[src/hdl/rers_pkg.sv]
// ----------------------------------------------------------------------------
// Road edge row scan: shared package
// Widths, register indexes, result kinds, the row record that passes from
// the front end to the back end, and the packed result data word.
// ----------------------------------------------------------------------------
package rers_pkg;

   localparam int PIX_W      = 8;
   localparam int COL_W      = 10;
   localparam int CNT_W      = 15;
   localparam int SUM_W      = 24;
   localparam int KIND_W     = 2;
   localparam int CSR_W      = 11;
   localparam int CSR_IDX_W  = 2;
   localparam int RSP_DATA_W = 120;

   // Register indexes on the configuration port.
   localparam logic [CSR_IDX_W-1:0] CSR_THRESHOLD    = 2'd0;
   localparam logic [CSR_IDX_W-1:0] CSR_FRAME_WIDTH  = 2'd1;
   localparam logic [CSR_IDX_W-1:0] CSR_FRAME_HEIGHT = 2'd2;

   // Register values after reset.
   localparam int THRESHOLD_RST = 128;
   localparam int WIDTH_RST     = 160;
   localparam int HEIGHT_RST    = 120;
   localparam int MAX_HEIGHT    = 1024;

   // Result kinds, carried on tuser.
   localparam logic [KIND_W-1:0] KIND_RIGHT = 2'd0;
   localparam logic [KIND_W-1:0] KIND_LEFT  = 2'd1;
   localparam logic [KIND_W-1:0] KIND_TOTAL = 2'd2;

   // Row record queue.
   localparam int QUEUE_DEPTH = 4;
   localparam int QPTR_W      = 2;
   localparam int QCNT_W      = 3;

   typedef struct packed {
      logic             right_found;
      logic [COL_W-1:0] right_col;
      logic             left_found;
      logic [COL_W-1:0] left_col;
      logic [COL_W-1:0] row;
      logic             frame_end;
   } rers_row_rec_type;

   // Result data word, lowest field in the lowest bits.
   typedef struct packed {
      logic [6:0]       pad;
      logic [CNT_W-1:0] total_points;
      logic [SUM_W-1:0] right_col_sum;
      logic [SUM_W-1:0] left_col_sum;
      logic [CNT_W-1:0] right_points;
      logic [CNT_W-1:0] left_points;
      logic [COL_W-1:0] edge_col;
      logic [COL_W-1:0] edge_row;
   } rers_rsp_data_type;

   typedef enum logic [1:0] {
      STEP_RIGHT,
      STEP_LEFT,
      STEP_TOTAL
   } rers_step_type;

endpackage

[src/hdl/rers_front.sv]
// ----------------------------------------------------------------------------
// Road edge row scan: front end
// Holds the configuration, classifies each pixel against the threshold and
// the centre column, tracks column and row, and queues a row record at each
// row end that has something to report.
// ----------------------------------------------------------------------------
module rers_front #(
   parameter int MAX_WIDTH = 1024
) (
   input  logic                              clock,
   input  logic                              reset,
   input  logic                              csr_we,
   input  logic [rers_pkg::CSR_IDX_W-1:0]    csr_index,
   input  logic [rers_pkg::CSR_W-1:0]        csr_wdata,
   input  logic                              req_tvalid,
   output logic                              req_tready,
   input  logic [rers_pkg::PIX_W-1:0]        req_tdata,
   input  logic                              q_full,
   output logic                              q_push,
   output rers_pkg::rers_row_rec_type        q_rec
);
   import rers_pkg::*;

   localparam int AW    = $clog2(MAX_WIDTH);
   localparam int CW    = (AW > COL_W) ? AW : COL_W;
   localparam int RST_W = (WIDTH_RST > MAX_WIDTH) ? MAX_WIDTH : WIDTH_RST;

   logic [PIX_W-1:0] thr_ff, thr_in;
   logic [AW-1:0]    wlast_ff, wlast_in;
   logic [AW-1:0]    centre_ff, centre_in;
   logic [COL_W-1:0] hm1_ff, hm1_in;

   logic [COL_W-1:0] col_ff, col_in;
   logic [COL_W-1:0] rows_ff, rows_in;
   logic             rf_ff, rf_in;
   logic [COL_W-1:0] rcol_ff, rcol_in;
   logic             lf_ff, lf_in;
   logic [COL_W-1:0] lcol_ff, lcol_in;

   logic [31:0]      v32, w32, h32;
   logic             accept, black, ge_centre, row_end, frame_end;
   logic             rf_n, lf_n;
   logic [COL_W-1:0] rcol_n, lcol_n, rd, row;

   // Configuration: the width and height are clamped once, at write time.
   always_comb begin
      v32       = 32'(csr_wdata);
      w32       = (v32 == 32'd0) ? 32'd1 :
                  (v32 > 32'(MAX_WIDTH)) ? 32'(MAX_WIDTH) : v32;
      h32       = (v32 == 32'd0) ? 32'd1 :
                  (v32 > 32'(MAX_HEIGHT)) ? 32'(MAX_HEIGHT) : v32;
      thr_in    = thr_ff;
      wlast_in  = wlast_ff;
      centre_in = centre_ff;
      hm1_in    = hm1_ff;
      if (csr_we) begin
         unique case (csr_index)
            CSR_THRESHOLD:    thr_in = csr_wdata[PIX_W-1:0];
            CSR_FRAME_WIDTH: begin
               wlast_in  = AW'(w32 - 32'd1);
               centre_in = AW'(w32 >> 1);
            end
            CSR_FRAME_HEIGHT: hm1_in = COL_W'(h32 - 32'd1);
            default: ;
         endcase
      end
   end

   // Pixel classification and row bookkeeping.
   always_comb begin
      row_end    = CW'(col_ff) >= CW'(wlast_ff);
      req_tready = !(q_full && row_end);
      accept     = req_tvalid && req_tready;
      black      = req_tdata < thr_ff;
      ge_centre  = CW'(col_ff) >= CW'(centre_ff);

      rf_n   = rf_ff || (black && ge_centre);
      rcol_n = (black && ge_centre && !rf_ff) ? col_ff : rcol_ff;
      lf_n   = lf_ff || (black && !ge_centre);
      lcol_n = (black && !ge_centre) ? col_ff : lcol_ff;

      rd        = (rows_ff < hm1_ff) ? rows_ff : hm1_ff;
      row       = hm1_ff - rd;
      frame_end = rows_ff >= hm1_ff;

      q_rec.right_found = rf_n;
      q_rec.right_col   = rcol_n;
      q_rec.left_found  = lf_n;
      q_rec.left_col    = lcol_n;
      q_rec.row         = row;
      q_rec.frame_end   = frame_end;
      q_push = accept && row_end && (rf_n || lf_n || frame_end);

      col_in  = col_ff;
      rows_in = rows_ff;
      rf_in   = rf_ff;
      rcol_in = rcol_ff;
      lf_in   = lf_ff;
      lcol_in = lcol_ff;
      if (accept) begin
         if (row_end) begin
            col_in  = '0;
            rows_in = frame_end ? '0 : rows_ff + COL_W'(1);
            rf_in   = 1'b0;
            rcol_in = '0;
            lf_in   = 1'b0;
            lcol_in = '0;
         end else begin
            col_in  = col_ff + COL_W'(1);
            rf_in   = rf_n;
            rcol_in = rcol_n;
            lf_in   = lf_n;
            lcol_in = lcol_n;
         end
      end
   end

   always_ff @(posedge clock) begin
      if (reset) begin
         thr_ff    <= PIX_W'(THRESHOLD_RST);
         wlast_ff  <= AW'(RST_W - 1);
         centre_ff <= AW'(RST_W / 2);
         hm1_ff    <= COL_W'(HEIGHT_RST - 1);
         col_ff    <= '0;
         rows_ff   <= '0;
         rf_ff     <= 1'b0;
         lf_ff     <= 1'b0;
      end else begin
         thr_ff    <= thr_in;
         wlast_ff  <= wlast_in;
         centre_ff <= centre_in;
         hm1_ff    <= hm1_in;
         col_ff    <= col_in;
         rows_ff   <= rows_in;
         rf_ff     <= rf_in;
         lf_ff     <= lf_in;
      end
   end

   always_ff @(posedge clock) begin
      rcol_ff <= rcol_in;
      lcol_ff <= lcol_in;
   end

endmodule

[src/hdl/rers_queue.sv]
// ----------------------------------------------------------------------------
// Road edge row scan: row record queue
// A short first-in first-out buffer of row records between the front end
// and the back end.
// ----------------------------------------------------------------------------
module rers_queue (
   input  logic                        clock,
   input  logic                        reset,
   input  logic                        push,
   input  rers_pkg::rers_row_rec_type  push_rec,
   output logic                        full,
   input  logic                        pop,
   output logic                        head_valid,
   output rers_pkg::rers_row_rec_type  head_rec
);
   import rers_pkg::*;

   rers_row_rec_type  mem [QUEUE_DEPTH];
   logic [QPTR_W-1:0] wr_ff, wr_in;
   logic [QPTR_W-1:0] rd_ff, rd_in;
   logic [QCNT_W-1:0] cnt_ff, cnt_in;

   always_comb begin
      full       = cnt_ff == QCNT_W'(QUEUE_DEPTH);
      head_valid = cnt_ff != '0;
      head_rec   = mem[rd_ff];
      wr_in      = push ? wr_ff + QPTR_W'(1) : wr_ff;
      rd_in      = pop ? rd_ff + QPTR_W'(1) : rd_ff;
      cnt_in     = cnt_ff + QCNT_W'(push) - QCNT_W'(pop);
   end

   always_ff @(posedge clock) begin
      if (reset) begin
         wr_ff  <= '0;
         rd_ff  <= '0;
         cnt_ff <= '0;
      end else begin
         wr_ff  <= wr_in;
         rd_ff  <= rd_in;
         cnt_ff <= cnt_in;
      end
   end

   always_ff @(posedge clock) begin
      if (push) begin
         mem[wr_ff] <= push_rec;
      end
   end

endmodule

[src/hdl/rers_back.sv]
// ----------------------------------------------------------------------------
// Road edge row scan: back end
// Turns queued row records into result beats: applies the point cap, keeps
// the frame counts and column sums, and drives the result output register.
// ----------------------------------------------------------------------------
module rers_back #(
   parameter int MAX_POINTS = 16384
) (
   input  logic                             clock,
   input  logic                             reset,
   input  logic                             head_valid,
   input  rers_pkg::rers_row_rec_type       head_rec,
   output logic                             pop,
   output logic                             rsp_tvalid,
   input  logic                             rsp_tready,
   output logic [rers_pkg::RSP_DATA_W-1:0]  rsp_tdata,
   output logic [rers_pkg::KIND_W-1:0]      rsp_tuser,
   output logic                             rsp_tlast
);
   import rers_pkg::*;

   localparam int PCW = $clog2(MAX_POINTS + 1);

   rers_step_type     step_ff, step_in;
   logic [PCW-1:0]    pc_ff, pc_in;
   logic [CNT_W-1:0]  lc_ff, lc_in, rc_ff, rc_in;
   logic [SUM_W-1:0]  ls_ff, ls_in, rs_ff, rs_in;
   logic              valid_ff, valid_in;
   rers_rsp_data_type data_ff, data_in;
   logic [KIND_W-1:0] kind_ff, kind_in;
   logic              last_ff, last_in;

   logic              adv, fire, cap_ok, cap_ok2, do_r, do_l, do_t;
   logic              last_r, last_l;
   logic [31:0]       pc32;

   always_comb begin
      adv     = !valid_ff || rsp_tready;
      fire    = adv && head_valid;
      cap_ok  = pc_ff < PCW'(MAX_POINTS);
      cap_ok2 = pc_ff < PCW'(MAX_POINTS - 1);
      pc32    = 32'(pc_ff);

      do_r = head_valid && (step_ff == STEP_RIGHT) && head_rec.right_found && cap_ok;
      do_l = head_valid && (step_ff != STEP_TOTAL) && !do_r && head_rec.left_found
             && cap_ok;
      do_t = head_valid && !do_r && !do_l && head_rec.frame_end;

      // A right point is the last beat unless a left point or totals follow.
      last_r = !(head_rec.left_found && cap_ok2) && !head_rec.frame_end;
      last_l = !head_rec.frame_end;

      step_in  = step_ff;
      pc_in    = pc_ff;
      lc_in    = lc_ff;
      rc_in    = rc_ff;
      ls_in    = ls_ff;
      rs_in    = rs_ff;
      pop      = 1'b0;
      valid_in = adv ? 1'b0 : valid_ff;
      data_in  = data_ff;
      kind_in  = kind_ff;
      last_in  = last_ff;

      if (fire) begin
         data_in = '0;
         unique case (1'b1)
            do_r: begin
               valid_in         = 1'b1;
               kind_in          = KIND_RIGHT;
               last_in          = last_r;
               data_in.edge_row = head_rec.row;
               data_in.edge_col = head_rec.right_col;
               pc_in            = pc_ff + PCW'(1);
               rc_in            = rc_ff + CNT_W'(1);
               rs_in            = rs_ff + SUM_W'(head_rec.right_col);
               pop              = last_r;
               step_in          = last_r ? STEP_RIGHT : STEP_LEFT;
            end
            do_l: begin
               valid_in         = 1'b1;
               kind_in          = KIND_LEFT;
               last_in          = last_l;
               data_in.edge_row = head_rec.row;
               data_in.edge_col = head_rec.left_col;
               pc_in            = pc_ff + PCW'(1);
               lc_in            = lc_ff + CNT_W'(1);
               ls_in            = ls_ff + SUM_W'(head_rec.left_col);
               pop              = last_l;
               step_in          = last_l ? STEP_RIGHT : STEP_TOTAL;
            end
            do_t: begin
               valid_in              = 1'b1;
               kind_in               = KIND_TOTAL;
               last_in               = 1'b1;
               data_in.left_points   = lc_ff;
               data_in.right_points  = rc_ff;
               data_in.left_col_sum  = ls_ff;
               data_in.right_col_sum = rs_ff;
               data_in.total_points  = pc32[CNT_W-1:0];
               pc_in                 = '0;
               lc_in                 = '0;
               rc_in                 = '0;
               ls_in                 = '0;
               rs_in                 = '0;
               pop                   = 1'b1;
               step_in               = STEP_RIGHT;
            end
            default: begin
               // Points found but the cap is reached and no frame end: drop.
               pop     = 1'b1;
               step_in = STEP_RIGHT;
            end
         endcase
      end
   end

   always_ff @(posedge clock) begin
      if (reset) begin
         step_ff  <= STEP_RIGHT;
         pc_ff    <= '0;
         lc_ff    <= '0;
         rc_ff    <= '0;
         ls_ff    <= '0;
         rs_ff    <= '0;
         valid_ff <= 1'b0;
      end else begin
         step_ff  <= step_in;
         pc_ff    <= pc_in;
         lc_ff    <= lc_in;
         rc_ff    <= rc_in;
         ls_ff    <= ls_in;
         rs_ff    <= rs_in;
         valid_ff <= valid_in;
      end
   end

   always_ff @(posedge clock) begin
      data_ff <= data_in;
      kind_ff <= kind_in;
      last_ff <= last_in;
   end

   assign rsp_tvalid = valid_ff;
   assign rsp_tdata  = data_ff;
   assign rsp_tuser  = kind_ff;
   assign rsp_tlast  = last_ff;

   a_cap_bound: assert property (@(posedge clock) disable iff (reset)
      pc_ff <= PCW'(MAX_POINTS))
      else $error("point count above the cap");

   a_pop_has_head: assert property (@(posedge clock) disable iff (reset)
      pop |-> head_valid)
      else $error("record popped from an empty queue");

   a_totals_clear: assert property (@(posedge clock) disable iff (reset)
      (fire && do_t) |=> (pc_ff == '0) && (lc_ff == '0) && (rc_ff == '0))
      else $error("frame counters not cleared after totals");

   a_totals_last: assert property (@(posedge clock) disable iff (reset)
      (valid_ff && (kind_ff == KIND_TOTAL)) |-> last_ff)
      else $error("totals beat not marked last");

endmodule

[src/hdl/road_edge_row_scan_core.sv]
// ----------------------------------------------------------------------------
// Road edge row scan core
// Finds the left and right road edge in each row of a thresholded grey
// image and reports per-frame edge counts and column sums.
// ----------------------------------------------------------------------------
// Use: grey pixels enter on the req_ stream, one per beat, rows bottom first
// and each row left to right. At every row end the core sends a right edge
// beat and then a left edge beat on the rsp_ stream when such a point was
// found and the frame's point cap is not yet reached; after the last row of
// a frame it sends a totals beat and clears its frame counters. tlast marks
// the final beat caused by one pixel, and tuser gives the beat's kind.
// A row end pixel's record goes through the queue and then the result
// register. Throughput: one pixel per cycle. A row end produces up to
// three beats, drained one per cycle by the back end; a four-entry row record
// queue absorbs them, so rows of three pixels or more run at full rate and
// narrower rows are slowed by req_tready when the queue fills.
// Reset clears all counters and loads threshold 128, width 160 and height
// 120. When the receiver stalls, the result register holds its beat, the
// queue fills, and only then does req_tready drop, on a row end pixel. Only
// write configuration on the csr_ port while the core is idle; not enforced.
// ----------------------------------------------------------------------------
module road_edge_row_scan_core #(
   parameter int MAX_WIDTH  = 1024,
   parameter int MAX_POINTS = 16384
) (
   input  logic                             clock,
   input  logic                             reset,
   // Configuration write port.
   input  logic                             csr_we,
   input  logic [rers_pkg::CSR_IDX_W-1:0]   csr_index,
   input  logic [rers_pkg::CSR_W-1:0]       csr_wdata,
   // Pixel stream.
   input  logic                             req_tvalid,
   output logic                             req_tready,
   input  logic [rers_pkg::PIX_W-1:0]       req_tdata,  // [7:0] pixel
   // Result stream.
   output logic                             rsp_tvalid,
   input  logic                             rsp_tready,
   // [9:0] edge_row, [19:10] edge_col, [34:20] left_points,
   // [49:35] right_points, [73:50] left_col_sum, [97:74] right_col_sum,
   // [112:98] total_points, [119:113] zero
   output logic [rers_pkg::RSP_DATA_W-1:0]  rsp_tdata,
   output logic [rers_pkg::KIND_W-1:0]      rsp_tuser,  // [1:0] kind
   output logic                             rsp_tlast
);
   import rers_pkg::*;

   logic             q_full, q_push, q_pop, q_head_valid;
   rers_row_rec_type q_rec, q_head;

   // Front end: configuration, pixel classification and row tracking.
   rers_front #(
      .MAX_WIDTH (MAX_WIDTH)
   ) u_front (
      .clock      (clock),
      .reset      (reset),
      .csr_we     (csr_we),
      .csr_index  (csr_index),
      .csr_wdata  (csr_wdata),
      .req_tvalid (req_tvalid),
      .req_tready (req_tready),
      .req_tdata  (req_tdata),
      .q_full     (q_full),
      .q_push     (q_push),
      .q_rec      (q_rec)
   );

   // Row records wait here until the back end can issue their beats.
   rers_queue u_queue (
      .clock      (clock),
      .reset      (reset),
      .push       (q_push),
      .push_rec   (q_rec),
      .full       (q_full),
      .pop        (q_pop),
      .head_valid (q_head_valid),
      .head_rec   (q_head)
   );

   // Back end: point cap, frame counters and the result register.
   rers_back #(
      .MAX_POINTS (MAX_POINTS)
   ) u_back (
      .clock      (clock),
      .reset      (reset),
      .head_valid (q_head_valid),
      .head_rec   (q_head),
      .pop        (q_pop),
      .rsp_tvalid (rsp_tvalid),
      .rsp_tready (rsp_tready),
      .rsp_tdata  (rsp_tdata),
      .rsp_tuser  (rsp_tuser),
      .rsp_tlast  (rsp_tlast)
   );

endmodule

[config.mk]
export PLATFORM = sky130hd
export DESIGN_NAME = road_edge_row_scan_core
export DESIGN_NICKNAME = d
export VERILOG_FILES = /design/src/hdl/rers_pkg.sv /design/src/hdl/rers_front.sv /design/src/hdl/rers_queue.sv /design/src/hdl/rers_back.sv /design/src/hdl/road_edge_row_scan_core.sv
export SDC_FILE = /design/constraint.sdc
export NUM_CORES = 1
export LEC_CHECK = 0
export BUFFER_PORTS_ARGS = -buffer_cell sky130_fd_sc_hd__buf_2
export CORE_AREA = 2 2 179 181
export CTS_CLUSTER_DIAMETER = 200
export CTS_CLUSTER_SIZE = 25
export DETAILED_ROUTE_END_ITERATION = 8
export DIE_AREA = 0 0 181 183
export GPL_ROUTABILITY_DRIVEN = 0
export HOLD_SLACK_MARGIN = 0.05
export PLACE_DENSITY = 0.81
export SYNTH_ARGS = -nofsm -noshare
export SYNTH_HDL_FRONTEND = slang
export SYNTH_HIERARCHICAL = 1
export SYNTH_SLANG_ARGS = --single-unit
[constraint.sdc]
create_clock -name clock -period 6.3 [get_ports clock]
set_input_delay 0.63 -clock clock [delete_from_list [all_inputs] [get_ports clock]]
set_output_delay 0.63 -clock clock [all_outputs]
set_load 0.01 [all_outputs]
Word level (Yosys, flattened, before mapping)

Memories as Yosys holds them, arrays and structs flattened. A register that Yosys moved wholly into a read port is not among the register bits.
Cells that the tools add are included.
Widths: inputs -> output; s select.

Bits in registers: 299
Latch bits: 0
Bits in writable memories: 132
Memory bits (read-only): 0
Input port bits: 26
Output and inout bits: 125
Logic and storage cells: 135
Memories: 1

Memory list:

| name        | words | bits a word | rd ports | clocked after memory_dff | wr ports | line             | text |
|---|---|---|---|---|---|---|---|
| u_queue.mem | 4     | 33          | 1        | 1                        | 1        | rers_queue.sv:18 | `rers_row_rec_type mem [QUEUE_DEPTH];` |

$add $sub $neg: 13
Multipliers: 0
Div/mod/pow operators: 0
$lt $le $gt $ge: 8
Equality and inequality tests: 4
Shift-type cells: 0
Multiplexer cells: 29
Bitwise logic cells: 0
Reductions and logical operators: 51

Operators by type and width:

| kind                  | number |
|---|---|
| $pmux 24 s2           | 2 |
| $pmux 15 s2           | 3 |
| $mux 10               | 5 |
| $add 24x10->24        | 2 |
| $add 15x1->15 const B | 3 |
| $pmux 20 s2           | 1 |
| $ge 10x10->1          | 3 |
| $mux 11               | 2 |
| $add 10x1->10 const B | 2 |
| $logic_and 1x1->1     | 20 |
| $reduce_and 2->1      | 8 |
| $lt 15x14->1 const B  | 1 |
| $lt 15x15->1 const B  | 1 |
| $gt 11x11->1 const B  | 1 |
| $logic_not 11->1      | 1 |
| $lt 10x10->1          | 1 |
| $sub 10x1->10 const B | 1 |
| $sub 10x10->10        | 1 |
| $mux 1                | 9 |
| $logic_not 1->1       | 8 |
| $lt 8x8->1            | 1 |
| $mux 2                | 3 |
| $pmux 2 s3            | 1 |
| $reduce_bool 2->1     | 3 |
| 15 further kinds      | 22 |

Logic depth before layout (Yosys ltp)

Depth after elaboration: 14
Mapped depth: 19
Mapped depth without buffers: 17

Cells and area by module

Netlist, hierarchy kept.

Modules (own cells, without submodules):

| module     | times used | cells each | area each (µm²) | seq. area each (µm²) |
|---|---|---|---|---|
| rers_back  | 1          | 898        | 9569.2          | 5405.2 |
| rers_queue | 1          | 215        | 5248.8          | 4144.0 |
| rers_front | 1          | 590        | 5092.4          | 1801.7 |

Least setup slack after synthesis

No wires, ideal clock.

Kind: reg2reg
Start: register u_front.hm1_ff[9]
End: memory u_queue/mem[0][7] (netlist name) (data pin)
Arrival: 3.451 ns
Data required time: 6.028 ns
Setup slack: 2.577 ns
Stages on the path, launching flop included: 18
Buffers on the path: 2
Path through: dfxtp_1 -> inv_1 -> ha_1 -> and3_1 -> nor3b_1 -> a2111oi_4 -> clkbuf_1 -> buf_2 -> o21ai_0 -> ha_1 -> fa_1 -> nor2b_1 -> o21ai_0 -> nand2b_1 -> a21o_1 -> nand2_1 -> nor2b_1 -> xnor2_1

RTL lines:

| element                | line              | text |
|---|---|---|
| from (decl)            | rers_front.sv:31  | `logic [COL_W-1:0] hm1_ff, hm1_in;` |
| from (signal assigned) | rers_front.sv:123 | `hm1_ff <= COL_W'(HEIGHT_RST - 1);` |
| from (signal assigned) | rers_front.sv:132 | `hm1_ff <= hm1_in;` |
| to (decl)              | rers_queue.sv:18  |  |

==> metrics.md <==
| Metric | Value |
|---|---|
| Tmin final | `4.27 ns` |
| Data arrival time of the worst path | `4.66 ns` |
| Tcrit/Tclk final | `67.7%` |
| CP cell instances | `mux4_1 -> o21bai_1 -> nand3_2 -> a21o_1 -> a21oi_1 -> ha_1 -> inv_1 -> ha_1 -> fa_1 -> xor3_1 -> nor2_1` |
| Cells resized by post-CTS repair | `0` |
| Total negative slack | `0 ns` |
| Clock-pin slew of the registers on the worst-case setup and hold paths | `0.10 ns` |
| Top_reg_cell synth | `edfxtp_1` |
| HPWL Detailed | `29300 um` |
| Routed WL per cell | `18.9 um` |
| Antenna Cells | `0` |
| Max frequency | `234 MHz` |
| Crit-path max cell delay | `0.76 ns` |
| Ratio of cells with drive above 1 in the final layout | `14.6%` |
| Chip Height | `183 um` |
| Vias/cell | `6.18` |
| Syn Inst Count | `1703` |
| Via count | `13.7k` |
| CTS Root Cell | `clkbuf_16` |
| Antenna viol nets, final | `0` |
| Async SR Flop Fraction | `0%` |
| 1st-iter DRT viols | `1415` |
| Tot GR Track Use | `25.3%` |
| Worst Hold Class | `input port to flip-flop` |
| Setup violators final | `0` |
| Post-Syn Area | `0.0199 mm^2` |
| I/O Buffers | `143` |
| Max VDD drop | `0.000250 V` |
| Sequential element share of the synthesized area | `57.0%` |
| CP Max Fanout | `37` |
| Fill cell count | `2247` |
| Final nets | `1909` |
| Post-synth EDFFs | `268` |
| Yosys warnings | `6` |
| Vias in the first global route | `13.2k` |
| Crit path launch type | `flip-flop` |
| Core area | `0.0312 mm^2` |
| I/O pins | `151` |
| Tot Pwr | `7610 uW` |
| Die X | `181 um` |
| Initial core utilization | `63.8%` |
| Die Area | `0.0331 mm^2` |
| Post-CTS Hold Buffers | `0` |
| Worst-case clock buffer depth | `3` |
| Largest net degree at the start of global routing | `74` |
| H-Tree Level Count | `1` |
| Leading cell type in the layout, fill and taps excluded | `edfxtp_1` |
| Pwr/cell area | `355 mW/mm^2` |
| CTS tree | `done` |
| Grt total ovfl | `0` |
| Run status | `completed` |
| Final Hold Violating Endpoints | `0` |
| Worst-skew pair later-pin latency | `0.55 ns` |
| #FFs+latches synth | `433` |
| Area Overhead vs Synth | `7.62%` |
| CP max stage cell | `dfxtp_2` |
| Sink Count | `433` |
| First-pass iteration count of the detailed router | `5` |
| Post-CTS Setup Bufs | `0` |
| Worst Setup Path Type | `flip-flop to flip-flop` |
| RSZ-0062 raised after global routing | `false` |
| # DRC | `0` |
| Multi-input logic area | `0.00784 mm^2` |
| Max cap viols | `0` |
| Normalized max-slew margin | `32.7%` |
| Most frequent cells in the layout | `edfxtp_1, nor2_1, dfxtp_1` |
| Average size of a mapped cell | `11.7 um^2` |
| Initial antenna violation count | `0` |
| Std-Cell Rows | `65` |
| CP most frequent cell | `ha_1` |
| Leakage power | `0.00827 uW` |
| Routed wire length | `41900 um` |
| Register Area | `0.0114 mm^2` |
| Total CTS buffers | `21` |
| Synth unique cells | `84` |
| Worst Tran Pin Value | `1.01 ns` |
| Critical Path RT | `6.70 ns` |
| Clock Skews | `0.0443 ns` |
| Pins over their slew limit | `0` |
| Global-route wire length before repair | `68000 um` |
| CP endpoint kind | `flip-flop` |
[worst paths after layout]
kind / start / endpoint / slack (ns) / cells after the start
setup / recovery: flip-flop / u_queue/cnt_ff[2] / 2.03 / 11
hold / removal: csr_wdata[7] / u_front/thr_ff[7] / 0.38 / 2
setup reg to reg: flip-flop / u_queue/cnt_ff[2] / 2.03 / 11
hold reg to reg: u_front/centre_ff[1] / u_front/centre_ff[1] / 0.46 / 2
[sequential cells by signal (all words and copies together) (netlist names), 2 cells and up, named ones only]
register and cells:
u_back/rc_ff 15, u_front/rows_ff 10, u_front/wlast_ff 10, u_queue/wr_ff 2
u_front/centre_ff 10, u_front/lcol_ff 10, u_front/hm1_ff 10, u_back/pc_ff 15
u_back/ls_ff 24, u_queue/rd_ff 2, u_front/rcol_ff 10, u_back/rs_ff 24
u_back/step_ff 2, u_front/col_ff 10, u_front/thr_ff 8, u_back/rsp_tdata 113
u_back/rsp_tuser 2, u_queue/mem 132, u_queue/cnt_ff 3, u_back/lc_ff 15
[logic make-up (layout without fill, tap and decap cells)]
kind of cell    Yosys count  in the layout  share of synthesized area (%)
other cells               1              7                         0.0188
xor+xnor                 60             60                           2.71
flops                   433            433                           57.0
compound gates          317            317                           10.5
simple gates            582            582                           15.3
mux                      61             61                           5.34
buf+inv                 167            274                           3.82
fa+ha+maj                82             82                           5.30
[synthesized netlist by cell type, types with 19 or more instances]
library cell / number / area (um^2)
a21oi_1: 105 / 526
a22oi_1: 22 / 165
and2_1: 19 / 119
and3_1: 105 / 657
clkbuf_1: 59 / 221
dfxtp_1: 165 / 3300
edfxtp_1: 268 / 8050
ha_1: 78 / 976
inv_1: 76 / 285
mux2_2: 23 / 259
mux4_2: 30 / 676
nand2_1: 79 / 297
nand3_1: 39 / 195
nand4_1: 19 / 119
nor2_1: 171 / 642
nor2b_1: 32 / 200
nor3_1: 23 / 115
o21ai_0: 54 / 270
xnor2_1: 44 / 385
[critical path: cells and delay by family (launching register included)]
family / cells / cell delay [ns]
and+or+nand+nor: 2 / 0.56
AOI/OAI and AO/OA: 3 / 0.88
adders and majority gates: 3 / 0.76
buffers and inverters: 1 / 0.04
muxes: 1 / 0.68
xor gates and xnor gates: 1 / 0.41
DFF: 1 / 0.76
[report_power, final]
| part | total [uW] | leakage, uW | internal [uW] | switching (uW) |
|---|---|---|---|---|
| sequential | 3820 | 0.00391 | 3610 | 216 |
| combinational | 2290 | 0.00406 | 828 | 1460 |
| clock | 1500 | 0.000291 | 647 | 854 |
| total | 7610 | 0.00827 | 5080 | 2530 |
[final cells by class]
cell class	count	area share (%)
clock buffer	36	2.72
clock inverter	2	0.134
inverter	79	1.40
multi-input combinational	1109	36.6
sequential	433	53.0
tap	402	2.35
timing repair buffer	157	3.84
[metrics by stage]
step                instances  setup slack [ns]  hold slack [ns]  util, %  instance area, um^2
floorplan                1709              2.58            0.435        -                19900
global placement         2180              2.21            0.448     66.7                20800
detailed placement       2180              2.08            0.452     66.7                20800
CTS                      2218              2.02            0.361     68.6                21400
global route             2218              1.73            0.381     68.6                21400
finish                   2218              2.03            0.378     68.6                21400
[routing by layer]
| metal | global-route usage, % | part of all wire, % |
|---|---|---|
| met1 | 33.8 | 42 |
| met5 | 0 | 0 |
| met2 | 43.0 | 49 |
| met3 | 2.92 | 5.4 |
| met4 | 9.40 | 3.8 |
Power figures use the tool's default switching activity.
